[src/hbrs_pkg.sv]
// Shared constants and types for the H-bridge reversal sequencer.
package hbrs_pkg;

  localparam int CHANNEL_COUNT = 2;
  localparam int CH_W  = (CHANNEL_COUNT > 1) ? $clog2(CHANNEL_COUNT) : 1;
  localparam int CNT_W = $clog2(CHANNEL_COUNT + 1);

  localparam logic [6:0] MAX_MAGNITUDE = 7'd100;

  localparam logic CMD_SET_DRIVE = 1'b0;
  localparam logic CMD_TICK      = 1'b1;

  localparam logic KIND_PWM = 1'b0;
  localparam logic KIND_DIR = 1'b1;

  localparam logic [1:0] PHASE_NORMAL    = 2'd0;
  localparam logic [1:0] PHASE_WAIT      = 2'd1;
  localparam logic [1:0] PHASE_SET_DIR   = 2'd2;
  localparam logic [1:0] PHASE_SET_LEVEL = 2'd3;

  typedef struct packed {
    logic       chan;
    logic       kind;
    logic [6:0] pwm;
    logic       dir;
  } write_word_t;

endpackage

[src/hbridge_reversal_sequencer.sv]
// H-bridge reversal sequencer: per-channel drive state and write generation.
//
// Usage:
//  - Input channel (in_valid/in_ready): one word is either a set-drive command
//    (command=0, channel, signed drive_level) or a timer tick (command=1).
//  - Output channel (out_valid/out_ready): one word per hardware write, with
//    out_channel, write_kind (PWM or direction pin), pwm_value, dir_value and
//    last, which marks the final write caused by one input word.
//  - An input word is evaluated in the cycle it is accepted; channel state is
//    updated at that edge and its writes are loaded into a small result
//    buffer (up to CHANNEL_COUNT words). The first write is offered in the
//    next cycle.
//  - Throughput: a word producing k writes holds the buffer until all k are
//    taken (k is 0..CHANNEL_COUNT). in_ready is high when the buffer is empty or
//    its final word is being taken, so a one-write command can follow every
//    cycle while out_ready stays high. The buffer drain, one word per cycle
//    while out_ready is high, sets the rate.
//  - Receiver stall: the buffered word holds on the outputs and in_ready stays low.
//  - Reset (rst, synchronous): every channel goes to direction open, level 0,
//    phase normal; the result buffer empties.
module hbridge_reversal_sequencer (
  input  logic       clk,
  input  logic       rst,
  input  logic       in_valid,
  output logic       in_ready,
  input  logic       command,
  input  logic       channel,
  input  logic [7:0] drive_level,
  output logic       out_valid,
  input  logic       out_ready,
  output logic       out_channel,
  output logic       write_kind,
  output logic [6:0] pwm_value,
  output logic       dir_value,
  output logic       last
);
  import hbrs_pkg::*;

  // Per-channel state
  logic       chan_direction      [CHANNEL_COUNT];
  logic [6:0] chan_target_level   [CHANNEL_COUNT];
  logic [1:0] chan_phase          [CHANNEL_COUNT];
  logic       chan_direction_next [CHANNEL_COUNT];
  logic [6:0] chan_target_level_next [CHANNEL_COUNT];
  logic [1:0] chan_phase_next     [CHANNEL_COUNT];

  // Result buffer: holds the writes of one input word
  write_word_t res_buf [CHANNEL_COUNT];
  write_word_t res_buf_next [CHANNEL_COUNT];
  logic [CNT_W-1:0] num;
  logic [CNT_W-1:0] num_next;
  logic [CH_W-1:0]  hd;

  logic in_fire, out_fire;

  assign out_valid = (num != '0);
  assign out_fire  = out_valid && out_ready;
  assign in_ready  = (num == '0) || ((num == CNT_W'(1)) && out_ready);
  assign in_fire   = in_valid && in_ready;

  assign out_channel = res_buf[hd].chan;
  assign write_kind  = res_buf[hd].kind;
  assign pwm_value   = res_buf[hd].pwm;
  assign dir_value   = res_buf[hd].dir;
  assign last        = (num == CNT_W'(1));

  // Level decode: sign gives direction, magnitude saturates at 100
  logic [7:0] mag8;
  logic [6:0] mag;
  logic       dir;
  logic       ch_ok;
  logic [CH_W-1:0] cidx;

  always_comb begin
    mag8  = drive_level[7] ? (8'd0 - drive_level) : drive_level;
    mag   = (mag8 > {1'b0, MAX_MAGNITUDE}) ? MAX_MAGNITUDE : mag8[6:0];
    dir   = !drive_level[7] && (drive_level != 8'd0);
    ch_ok = (int'(channel) < CHANNEL_COUNT);
    cidx  = CH_W'(channel);
  end

  always_comb begin
    logic [CNT_W-1:0] pos;
    pos = '0;
    for (int i = 0; i < CHANNEL_COUNT; i++) begin
      chan_direction_next[i]    = chan_direction[i];
      chan_target_level_next[i] = chan_target_level[i];
      chan_phase_next[i]        = chan_phase[i];
      res_buf_next[i]           = '0;
    end

    if (command == CMD_SET_DRIVE) begin
      if (ch_ok && !(mag == chan_target_level[cidx] && dir == chan_direction[cidx])) begin
        chan_target_level_next[cidx] = mag;
        if (dir == chan_direction[cidx]) begin
          // magnitude-only change; while reversing, the sequence writes it later
          if (chan_phase[cidx] == PHASE_NORMAL) begin
            res_buf_next[0] = '{chan: channel, kind: KIND_PWM, pwm: mag, dir: 1'b0};
            pos = CNT_W'(1);
          end
        end else begin
          chan_direction_next[cidx] = dir;
          chan_phase_next[cidx]     = PHASE_WAIT;
          res_buf_next[0] = '{chan: channel, kind: KIND_PWM, pwm: 7'd0, dir: 1'b0};
          pos = CNT_W'(1);
        end
      end
    end else begin
      // tick: advance every reversing channel, writes packed in channel order
      for (int i = 0; i < CHANNEL_COUNT; i++) begin
        case (chan_phase[i])
          PHASE_WAIT: chan_phase_next[i] = PHASE_SET_DIR;
          PHASE_SET_DIR: begin
            chan_phase_next[i] = PHASE_SET_LEVEL;
            res_buf_next[pos[CH_W-1:0]] = '{chan: i[0], kind: KIND_DIR, pwm: 7'd0,
                                             dir: chan_direction[i]};
            pos = pos + CNT_W'(1);
          end
          PHASE_SET_LEVEL: begin
            chan_phase_next[i] = PHASE_NORMAL;
            res_buf_next[pos[CH_W-1:0]] = '{chan: i[0], kind: KIND_PWM,
                                             pwm: chan_target_level[i], dir: 1'b0};
            pos = pos + CNT_W'(1);
          end
          default: ;
        endcase
      end
    end
    num_next = pos;
  end

  always_ff @(posedge clk) begin
    if (rst) begin
      for (int i = 0; i < CHANNEL_COUNT; i++) begin
        chan_direction[i]    <= 1'b1;
        chan_target_level[i] <= 7'd0;
        chan_phase[i]        <= PHASE_NORMAL;
      end
      num <= '0;
      hd  <= '0;
    end else if (in_fire) begin
      for (int i = 0; i < CHANNEL_COUNT; i++) begin
        chan_direction[i]    <= chan_direction_next[i];
        chan_target_level[i] <= chan_target_level_next[i];
        chan_phase[i]        <= chan_phase_next[i];
      end
      num <= num_next;
      hd  <= '0;
    end else if (out_fire) begin
      num <= num - CNT_W'(1);
      hd  <= hd + CH_W'(1);
    end
  end

  always_ff @(posedge clk) begin
    if (in_fire) begin
      for (int i = 0; i < CHANNEL_COUNT; i++) begin
        res_buf[i] <= res_buf_next[i];
      end
    end
  end

`ifndef ASSERT_OFF
  a_no_overwrite: assert property (@(posedge clk) disable iff (rst)
    in_fire |-> (num == '0) || (num == CNT_W'(1) && out_fire))
    else $error("input accepted over pending result words");

  a_count_bound: assert property (@(posedge clk) disable iff (rst)
    int'(num) <= CHANNEL_COUNT)
    else $error("result count beyond channel count");

  a_drain_empty: assert property (@(posedge clk) disable iff (rst)
    (out_fire && last && !in_fire) |=> !out_valid)
    else $error("output still valid after final word taken");

  a_tick_setdir: assert property (@(posedge clk) disable iff (rst)
    (in_fire && command == CMD_TICK && chan_phase[0] == PHASE_SET_DIR)
      |=> (chan_phase[0] == PHASE_SET_LEVEL) && out_valid)
    else $error("tick did not advance channel 0 to level phase");
`endif

endmodule

[config.mk]
export PLATFORM = sky130hd
export DESIGN_NAME = hbridge_reversal_sequencer
export DESIGN_NICKNAME = d
export VERILOG_FILES = /design/src/hbrs_pkg.sv /design/src/hbridge_reversal_sequencer.sv
export SDC_FILE = /design/constraint.sdc
export NUM_CORES = 1
export LEC_CHECK = 0
export ABC_CLOCK_PERIOD_IN_PS = 8500
export BUFFER_PORTS_ARGS = -buffer_cell sky130_fd_sc_hd__clkbuf_2
export CORE_ASPECT_RATIO = 0.9
export CORE_MARGIN = 2
export CORE_UTILIZATION = 40
export CTS_CLUSTER_SIZE = 20
export DETAILED_ROUTE_END_ITERATION = 12
export PLACE_DENSITY = 0.63
export SLEW_MARGIN = 30
export SYNTH_ARGS = -nofsm -noshare
export SYNTH_HDL_FRONTEND = slang
export SYNTH_SLANG_ARGS = --single-unit
[constraint.sdc]
create_clock -name clk -period 8.5 [get_ports clk]
set_input_delay 1.275 -clock clk [delete_from_list [all_inputs] [get_ports clk]]
set_output_delay 1.275 -clock clk [all_outputs]
set_load 0.01 [all_outputs]
==> results.ini, run 1 <==
[route]
vias=2376
drc_errors=0
wl_um=6325
drtPass1Iterations=4
final_antenna_net_count=0
vias_per_cell=5.487
wl_per_cell_um=14.61
drtIter0Drc=145

[finish]
utilization_pct=44.48
layout-drive-gt1-share_pct=16.02
area_delta_synth_final_pct=9.264
nets=354
layout.cells.non_filler=433
antenna-diode-count=0
fillCellCount=732

[clock_tree]
clockRootBuffer=clkbuf_8
hold_buffers=0
path_clk_slew_ns=0.08
clkSinkCount=44
insertion_delay_ns=0.29
clock_path_buffers=2
tritoncts=yes
cts_setup_buffers=0
ctsHtreeMaxLevel=2
cts_resized=0
numCtsBuffers=5

[pwr]
p_seq_share_pct=44.9
leakage_nw=1.261
power.share.clock_pct=21.5
combinationalPowerShare_pct=33.6
ir_worst_vdd_mv=0.08008
p_switching_mw=0.2488
power.density_mw_per_mm2=221.2
intPower_mw=0.4825
p_sw_share_pct=34.02

[worst_setup_path]
path_class=in -> reg
arrival_ns=4.22
cp_max_fo=14
endpoint_kind=flop
crit_chain=clkbuf_2, inv_1, ha_1, or3b_2, o41ai_1, o2bb2ai_1, nand2_1, a2111oi_2, a211oi_4, a21oi_1, buf_4
crit_required_ns=8.50
critPathMaxStageDelay_ns=0.51
crit_path_start_kind=input port
crit_slowest_cell=or3b_2

[die]
placementRows=30
ios=27
dieArea_mm2=0.008276
die_width_um=95.67
fp.dieH_um=86.51
initial_core_util_pct=40.71
coreArea_mm2=0.007432

[placement]
dpl.hpwl_um=4780
io_buffers=26
place_congestion=0.8985
pre_cts_slack_ns=3.944
place_inst=425

[timing]
relSlewSlack_pct=39.08
fmax_mhz=236.7
slew_violations=0
finalClockSkew_ns=0.003437
tightest_slew_ns=0.9128
min_period_ns=4.224
setup-tns-final_ns=0
rsz0062_at_grt=false
layout_setup_ws_ns=4.276
finalHoldViolations=0
setup_viol=0
fin_crit_sh_pct=49.70

[synth]
yosys_most_used_dff=edfxtp_1
synth_top_area_share_pct=39.70
syn-mean-instance-area_um2=9.367
synth_area_mm2=0.003025
synth_area_leader_cell=edfxtp_1
synth_fp_nets=341
synth_edf_count=40
synth-seq-cells=44
ys_warn_count=0
synthArstFlopShare_pct=0
yosysSeqAreaShare_pct=42.35
yosys.cell_types.count=52
yosys-top-cells-area=edfxtp_1 (40%), mux2i_1 (7.3%), nor2_1 (5.0%)
syn_inst=323

[global_route]
grt_pass1_vias=2193
antenna_found_initial=0
grt_pass1_wl_um=10800
grt_max_degree=34
grt_overflow=0
grt_usage_pct=16.50

[worst_hold_path]
hold_class=reg -> reg

[run_status]
status=completed

[job]
max_cap_viol_count=0

-- layer usage --
metal	part of all wire, %	track usage (%)	vias to the layer above
li1	-	-	1209
met1	51	24.79	1112
met2	44	25.17	50
met3	3.5	2.087	5
met4	1.1	4.286	0
met5	0	0	-
-- placed cells by master (no fill, tap or decap), drive strengths merged, types with 7 or more instances in the layout --
master and instances:
nor3 11, o21ai 21, nand2 25, inv 13, xnor2 7, and2 9
mux2i 22, a21oi 13, nor2 40, a22oi 8, mux2 11, edfxtp 40
nand3 9, clkbuf 31
-- metrics by stage --
step | area (µm²) | power [mW] | hold WS [ns]
3_5_place_dp | 3194 | 0.5796 | 0.5095
2_1_floorplan | 3025 | 0.5075 | 0.4694
4_1_cts | 3306 | 0.7375 | 0.5197
5_1_grt | 3306 | 0.7801 | 0.5412
3_3_place_gp | 3194 | 0.5746 | 0.4899
6_report | 3306 | 0.7313 | 0.5175
-- worst max-delay path: cells and delay by family --
kind,cells,cell delay [ns]
compound gates,5,1.49
buf+inv,3,0.52
fa+ha+maj,1,0.29
simple gates,2,0.64
-- final cells by class --
type	instances	area, µm²	area share [%]
inverter	13	48.80	1.476
sequential	44	1281	38.76
tap	96	120.1	3.634
clock inverter	3	42.54	1.287
timing repair buffer	27	137.6	4.164
multi-input combinational	245	1607	48.60
clock buffer	5	68.82	2.082
-- synthesized netlist by cell type (all sizes together), types with 3 or more instances --
library cell  number
o21ai             21
or3                3
nor3              11
mux2i             22
nand2             25
nand2b             6
buf                7
o21bai             3
and2               9
xor2               3
nor2b              5
ha                 4
a21oi             13
mux2              11
a22oi              8
a31oi              3
clkbuf            14
nor2              40
inv               13
a211oi             6
edfxtp            40
or3b               3
nand3              9
dfxtp              4
xnor2              7
-- cells by family (layout without fill, tap and decap cells) --
logic type      Yosys count  after routing  synth area share (%)
fa+ha+maj                 4              4                 1.654
buf+inv                  34             48                 4.549
xor+xnor                 10             10                 2.895
flops                    44             44                 42.35
mux                      33             33                 11.37
compound gates           78             78                 17.82
simple gates            120            120                 19.35
-- power groups by stage --
| stage | combinational (mW) | sequential [mW] | clock [mW] |
|---|---|---|---|
| floorplan | 0.189 | 0.318 | 0 |
| global placement | 0.241 | 0.333 | 0 |
| detailed placement | 0.245 | 0.334 | 0 |
| CTS | 0.247 | 0.329 | 0.161 |
| global route | 0.276 | 0.335 | 0.168 |
| finish | 0.246 | 0.328 | 0.157 |
-- final timing paths --
check / start / end / slack, ns / cells past startpoint
worst max register to register: num[0]$_SDFFE_PP0P_ / chan_target_level[1][6]$_SDFFCE_PN0P_ / 5.60 / 8
worst min register to register: num[1]$_SDFFE_PP0P_ / num[1]$_SDFFE_PP0P_ / 0.52 / 2
worst max-delay path: drive_level[0] / chan_target_level[0][1]$_SDFFCE_PN0P_ / 4.28 / 11
worst min-delay path: num[1]$_SDFFE_PP0P_ / num[1]$_SDFFE_PP0P_ / 0.52 / 2
-- registers in the layout, summed over array words and instances, names as in the netlist, named ones only --
signal / cells
res_buf: 20
chan_target_level: 14
chan_phase: 4
chan_direction: 2
num: 2
hd: 1
(Power assumes the default switching activity.)
==> run 2, diff against run 1 <==
--- a/config.mk
+++ b/config.mk
@@ -5,7 +5,7 @@
 export SDC_FILE = /design/constraint.sdc
 export NUM_CORES = 1
 export LEC_CHECK = 0
-export ABC_CLOCK_PERIOD_IN_PS = 8500
+export ABC_CLOCK_PERIOD_IN_PS = 4100
 export BUFFER_PORTS_ARGS = -buffer_cell sky130_fd_sc_hd__clkbuf_2
 export CORE_ASPECT_RATIO = 0.9
 export CORE_MARGIN = 2
==> constraint.sdc (replaced) <==
create_clock -name clk -period 4.1 [get_ports clk]
set_input_delay 0.615 -clock clk [delete_from_list [all_inputs] [get_ports clk]]
set_output_delay 0.615 -clock clk [all_outputs]
set_load 0.01 [all_outputs]
==> run 2 against run 1 <==
Register-to-register slack worse by 3.9 ns. Via count is 3.5% higher. Worst hold slack worse by 0.012 ns. Clock-buffer cell count is 1 higher.
==> results.ini, run 2 (synthesized netlist as in run 1, its figures left out) <==
[die]
die_width_um=95.67
dieArea_mm2=0.008276
ios=27
placementRows=30
initial_core_util_pct=40.71
coreArea_mm2=0.007432
fp.dieH_um=86.51

[timing]
rsz0062_at_grt=false
slew_violations=0
relSlewSlack_pct=48.91
setup_viol=0
finalClockSkew_ns=0.01338
fmax_mhz=285.7
setup-tns-final_ns=0
fin_hold_ws_ns=0.5053
finalHoldViolations=0
fin_crit_sh_pct=85.36
layout_setup_ws_ns=0.6001
min_period_ns=3.500
tightest_slew_ns=0.7663

[global_route]
grt_usage_pct=16.67
grt_overflow=0
grt_pass1_wl_um=10910
grt_max_degree=27
grt_pass1_vias=2247
antenna_found_initial=0

[finish]
fillCellCount=745
antenna-diode-count=0
nets=358
fin_area_mm2=0.003357
largest_reg_flops=20
area_delta_synth_final_pct=10.96
seq_area_mm2=0.001281
layout_common_cells=nor2_1 (40), edfxtp_1 (40), clkbuf_2 (26), nand2_1 (25), mux2i_1 (22)
multi_input_comb_area_mm2=0.001607
layout.cells.non_filler=437
top_register=res_buf
layout-drive-gt1-share_pct=17.01
largestRegisters=res_buf x20, chan_target_level x14, chan_phase x4

[pwr]
power.share.clock_pct=24.5
ir_worst_vdd_mv=0.1735
p_seq_share_pct=43.0
combinationalPowerShare_pct=32.5
intPower_mw=1.068
power.density_mw_per_mm2=472.8
p_sw_share_pct=32.72
leakage_nw=1.290
p_switching_mw=0.5192

[route]
vias_per_cell=5.629
wl_per_cell_um=15.01
vias=2460
drc_errors=0
wl_um=6558
final_antenna_net_count=0
drtIter0Drc=163
drtPass1Iterations=5

[clock_tree]
cts_setup_buffers=0
ctsHtreeMaxLevel=2
hold_buffers=0
clkSinkCount=44
clockRootBuffer=clkbuf_8
clock_path_buffers=2
tritoncts=yes
insertion_delay_ns=0.30
numCtsBuffers=5
cts_resized=0
path_clk_slew_ns=0.08

[placement]
io_buffers=26
place_inst=429
pre_cts_slack_ns=0.3286
place_congestion=0.8756
place_area_mm2=0.003224
dpl.hpwl_um=4962

[worst_setup_path]
crit_required_ns=4.09
crit_path_start_kind=input port
arrival_ns=3.49
crit_slowest_cell=or3b_2
timing.rr.start=chan_target_level[1][5]$_SDFFCE_PN0P_
path_class=in -> reg
crit_buf_inv=3
crit_chain=clkbuf_2, inv_1, ha_1, or3b_2, o41ai_1, o2bb2ai_1, nand2_1, a2111oi_2, a211oi_4, a21oi_1, buf_4
cp-startpoint=drive_level[0]
critPathMaxStageDelay_ns=0.51
endpoint_kind=flop
critPathTopFamily=compound AO/OA/AOI/OAI gates
cp_max_fo=14

[run_status]
status=completed

[worst_hold_path]
hold_class=reg -> reg
worstHoldStart=num[1]$_SDFFE_PP0P_

[job]
max_cap_viol_count=0

==> run 2: cell types whose count changed in the layout (fill, tap and decap cells not counted) <==
| cell | change |
|---|---|
| clkbuf_1 | +1 |
| clkinv_4 | -1 |
| buf_4 | +4 |
| clkinv_1 | -1 |
| bufinv_16 | +1 |
==> run 2: worst register-to-register path, cell delays in order, from the launching register on <==
cell       delay [ns]
edfxtp_1         0.43
mux2i_1          0.35
nor3_1           0.09
and3_1           0.22
a2111oi_2        0.50
a211oi_4         0.08
a21oi_1          0.14
buf_4            0.24
==> run 2: path summary, 6_finish.rpt <==
kind,to,cells after the start,slack (ns)
worst max-delay path,chan_target_level[0][4]$_SDFFCE_PN0P_,11,0.60
worst min-delay path,num[1]$_SDFFE_PP0P_,2,0.51
worst max register to register,chan_target_level[0][4]$_SDFFCE_PN0P_,7,1.74
worst min register to register,num[1]$_SDFFE_PP0P_,2,0.51
==> run 2: routing by layer <==
metal	part of all wire [%]	vias to the layer above	GRT usage (%)
li1	-	1222	-
met1	50	1163	24.21
met2	45	67	26.06
met3	4.3	8	2.348
met4	1.3	0	4.675
met5	0	-	0
==> run 2: power groups by stage <==
stage | Sequential (mW) | Clock (mW) | Combinational, mW
finish | 0.682 | 0.389 | 0.516
global route | 0.695 | 0.408 | 0.580
CTS | 0.683 | 0.395 | 0.520
detailed placement | 0.693 | 0 | 0.518
global placement | 0.689 | 0 | 0.507
floorplan | 0.660 | 0 | 0.392
==> run 2: stage by stage <==
| stage | total power [mW] | util (%) |
|---|---|---|
| after global routing | 1.683 | 45.17 |
| after global placement | 1.196 | 43.38 |
| after detailed placement | 1.210 | 43.38 |
| after CTS | 1.598 | 45.17 |
| final | 1.587 | 45.17 |
| after floorplan | 1.052 | - |
==> run 2: final cells by class <==
class	instances	area share (%)
Clock buffer	6	2.162
Clock inverter	2	1.789
Sequential cell	44	38.17
Inverter	13	1.454
Multi-Input combinational cell	245	47.86
Timing Repair Buffer	31	4.994
Tap cell	96	3.578
==> run 3, diff against run 2 <==
--- a/config.mk
+++ b/config.mk
@@ -10,6 +10,7 @@
 export CORE_ASPECT_RATIO = 0.9
 export CORE_MARGIN = 2
 export CORE_UTILIZATION = 40
+export CTS_BUF_LIST = sky130_fd_sc_hd__clkbuf_8
 export CTS_CLUSTER_SIZE = 20
 export DETAILED_ROUTE_END_ITERATION = 12
 export PLACE_DENSITY = 0.63
==> run 3 against run 2 <==
Clock power barely moved. Clock skew fell by 0.0056 ns. Non-clock buffer count did not move. Die area unchanged. Final cell count unchanged. First-iteration DRC count fell by 10%. Worst setup slack got worse by 0.0012 ns. Wire length up 0.37%. Sequential share of layout area did not move. Global-route usage about the same. Largest cell class unchanged. Highest routed layer unchanged.
==> results.ini, run 3 (synthesized netlist as in run 1, its figures left out) <==
[run_status]
status=completed

[route]
wl_um=6582
drtIter0Drc=146
final_antenna_net_count=0
drc_errors=0
wl_per_cell_um=15.06
drtPass1Iterations=5
vias_per_cell=5.650
vias=2469

[clock_tree]
cts_resized=0
clkSinkCount=44
ctsHtreeMaxLevel=2
hold_buffers=0
clock_path_buffers=2
insertion_delay_ns=0.29
path_clk_slew_ns=0.08
cts_setup_buffers=0
tritoncts=yes
numCtsBuffers=5
clockRootBuffer=clkbuf_8

[global_route]
grt_usage_pct=16.69
grt_pass1_vias=2250
grt_pass1_wl_um=10920
grt_max_degree=27
grt.met3_usage_pct=2.348
antenna_found_initial=0
busiest_layer=met2
grt_util_met1_pct=24.26
use_met2_pct=26.06
grt_overflow=0

[die]
coreArea_mm2=0.007432
die_width_um=95.67
dieArea_mm2=0.008276
fp.dieH_um=86.51
placementRows=30
ios=27
initial_core_util_pct=40.71

[finish]
largest_reg_flops=20
layout-drive-gt1-share_pct=17.01
layout_common_cells=nor2_1 (40), edfxtp_1 (40), clkbuf_2 (26), nand2_1 (25), mux2i_1 (22)
largestRegisters=res_buf x20, chan_target_level x14, chan_phase x4
layout.cells.non_filler=437
nets=358
fillCellCount=745
area_delta_synth_final_pct=10.96
top_register=res_buf
antenna-diode-count=0

[placement]
io_buffers=26
dpl.hpwl_um=4962
pre_cts_slack_ns=0.3286
place_congestion=0.8756
place_inst=429

[pwr]
ir_worst_vdd_mv=0.1735
leakage_nw=1.294
power.density_mw_per_mm2=471.9

[worst_setup_path]
endpoint_kind=flop
crit_path_start_kind=input port
cp-startpoint=drive_level[0]
cp_max_fo=14
crit_required_ns=4.09
timing.rr.start=chan_target_level[1][5]$_SDFFCE_PN0P_
arrival_ns=3.49
path_class=in -> reg

[timing]
rsz0062_at_grt=false
fin_crit_sh_pct=85.39
finalHoldViolations=0
setup-tns-final_ns=0
setup_viol=0
tightest_slew_ns=0.7741
slew_violations=0
min_period_ns=3.501
layout_setup_ws_ns=0.5989
fmax_mhz=285.6
fin_hold_ws_ns=0.5053
relSlewSlack_pct=48.39
finalClockSkew_ns=0.007761

[worst_hold_path]
worstHoldStart=num[1]$_SDFFE_PP0P_
hold_class=reg -> reg

[job]
max_cap_viol_count=0

run 3: cell count changes in the layout (fill, tap and decap cells not counted), sizes merged:
cell / before / now
clkbuf: 32 / 31
inv: 13 / 14
run 3: layout make-up:
| type | count | area, µm² | share of cell area, % |
|---|---|---|---|
| Clock inverter | 3 | 63.81 | 1.901 |
| Clock buffer | 5 | 68.82 | 2.050 |
| Inverter | 13 | 48.80 | 1.454 |
| Tap cell | 96 | 120.1 | 3.578 |
| Timing Repair Buffer | 31 | 167.7 | 4.994 |
| Sequential cell | 44 | 1281 | 38.17 |
| Multi-Input combinational cell | 245 | 1607 | 47.86 |
run 3: worst paths after layout:
path | to | slack [ns] | cells after the start
worst max-delay path | chan_target_level[0][4]$_SDFFCE_PN0P_ | 0.60 | 11
worst min-delay path | num[1]$_SDFFE_PP0P_ | 0.51 | 2
worst max register to register | chan_target_level[0][4]$_SDFFCE_PN0P_ | 1.74 | 7
worst min register to register | num[1]$_SDFFE_PP0P_ | 0.51 | 2
run 3: critical path, stage by stage:
cell and delay, ns:
clkbuf_2 0.16, inv_1 0.11, ha_1 0.29, or3b_2 0.52
o41ai_1 0.49, o2bb2ai_1 0.24, nand2_1 0.14, a2111oi_2 0.46
a211oi_4 0.08, a21oi_1 0.14, buf_4 0.24
run 3: per-layer routing:
layer | up-vias | share of wire [%]
met1 | 1165 | 50
li1 | 1220 | -
met2 | 76 | 45
met3 | 8 | 4.4
met5 | - | 0
met4 | 0 | 1.3
run 3: power by group:
group / internal (mW) / leakage (nW) / switching, mW / total [mW]
clock network: 0.241 / 0.0695 / 0.145 / 0.386
registers: 0.617 / 0.434 / 0.0650 / 0.682
logic: 0.208 / 0.791 / 0.309 / 0.517
run 3: stage by stage:
| stage | cell area, µm² | total power [mW] | util [%] |
|---|---|---|---|
| after floorplan | 3025 | 1.052 | - |
| after global placement | 3224 | 1.196 | 43.38 |
| after detailed placement | 3224 | 1.210 | 43.38 |
| after CTS | 3357 | 1.596 | 45.17 |
| after global routing | 3357 | 1.682 | 45.17 |
| final | 3357 | 1.584 | 45.17 |
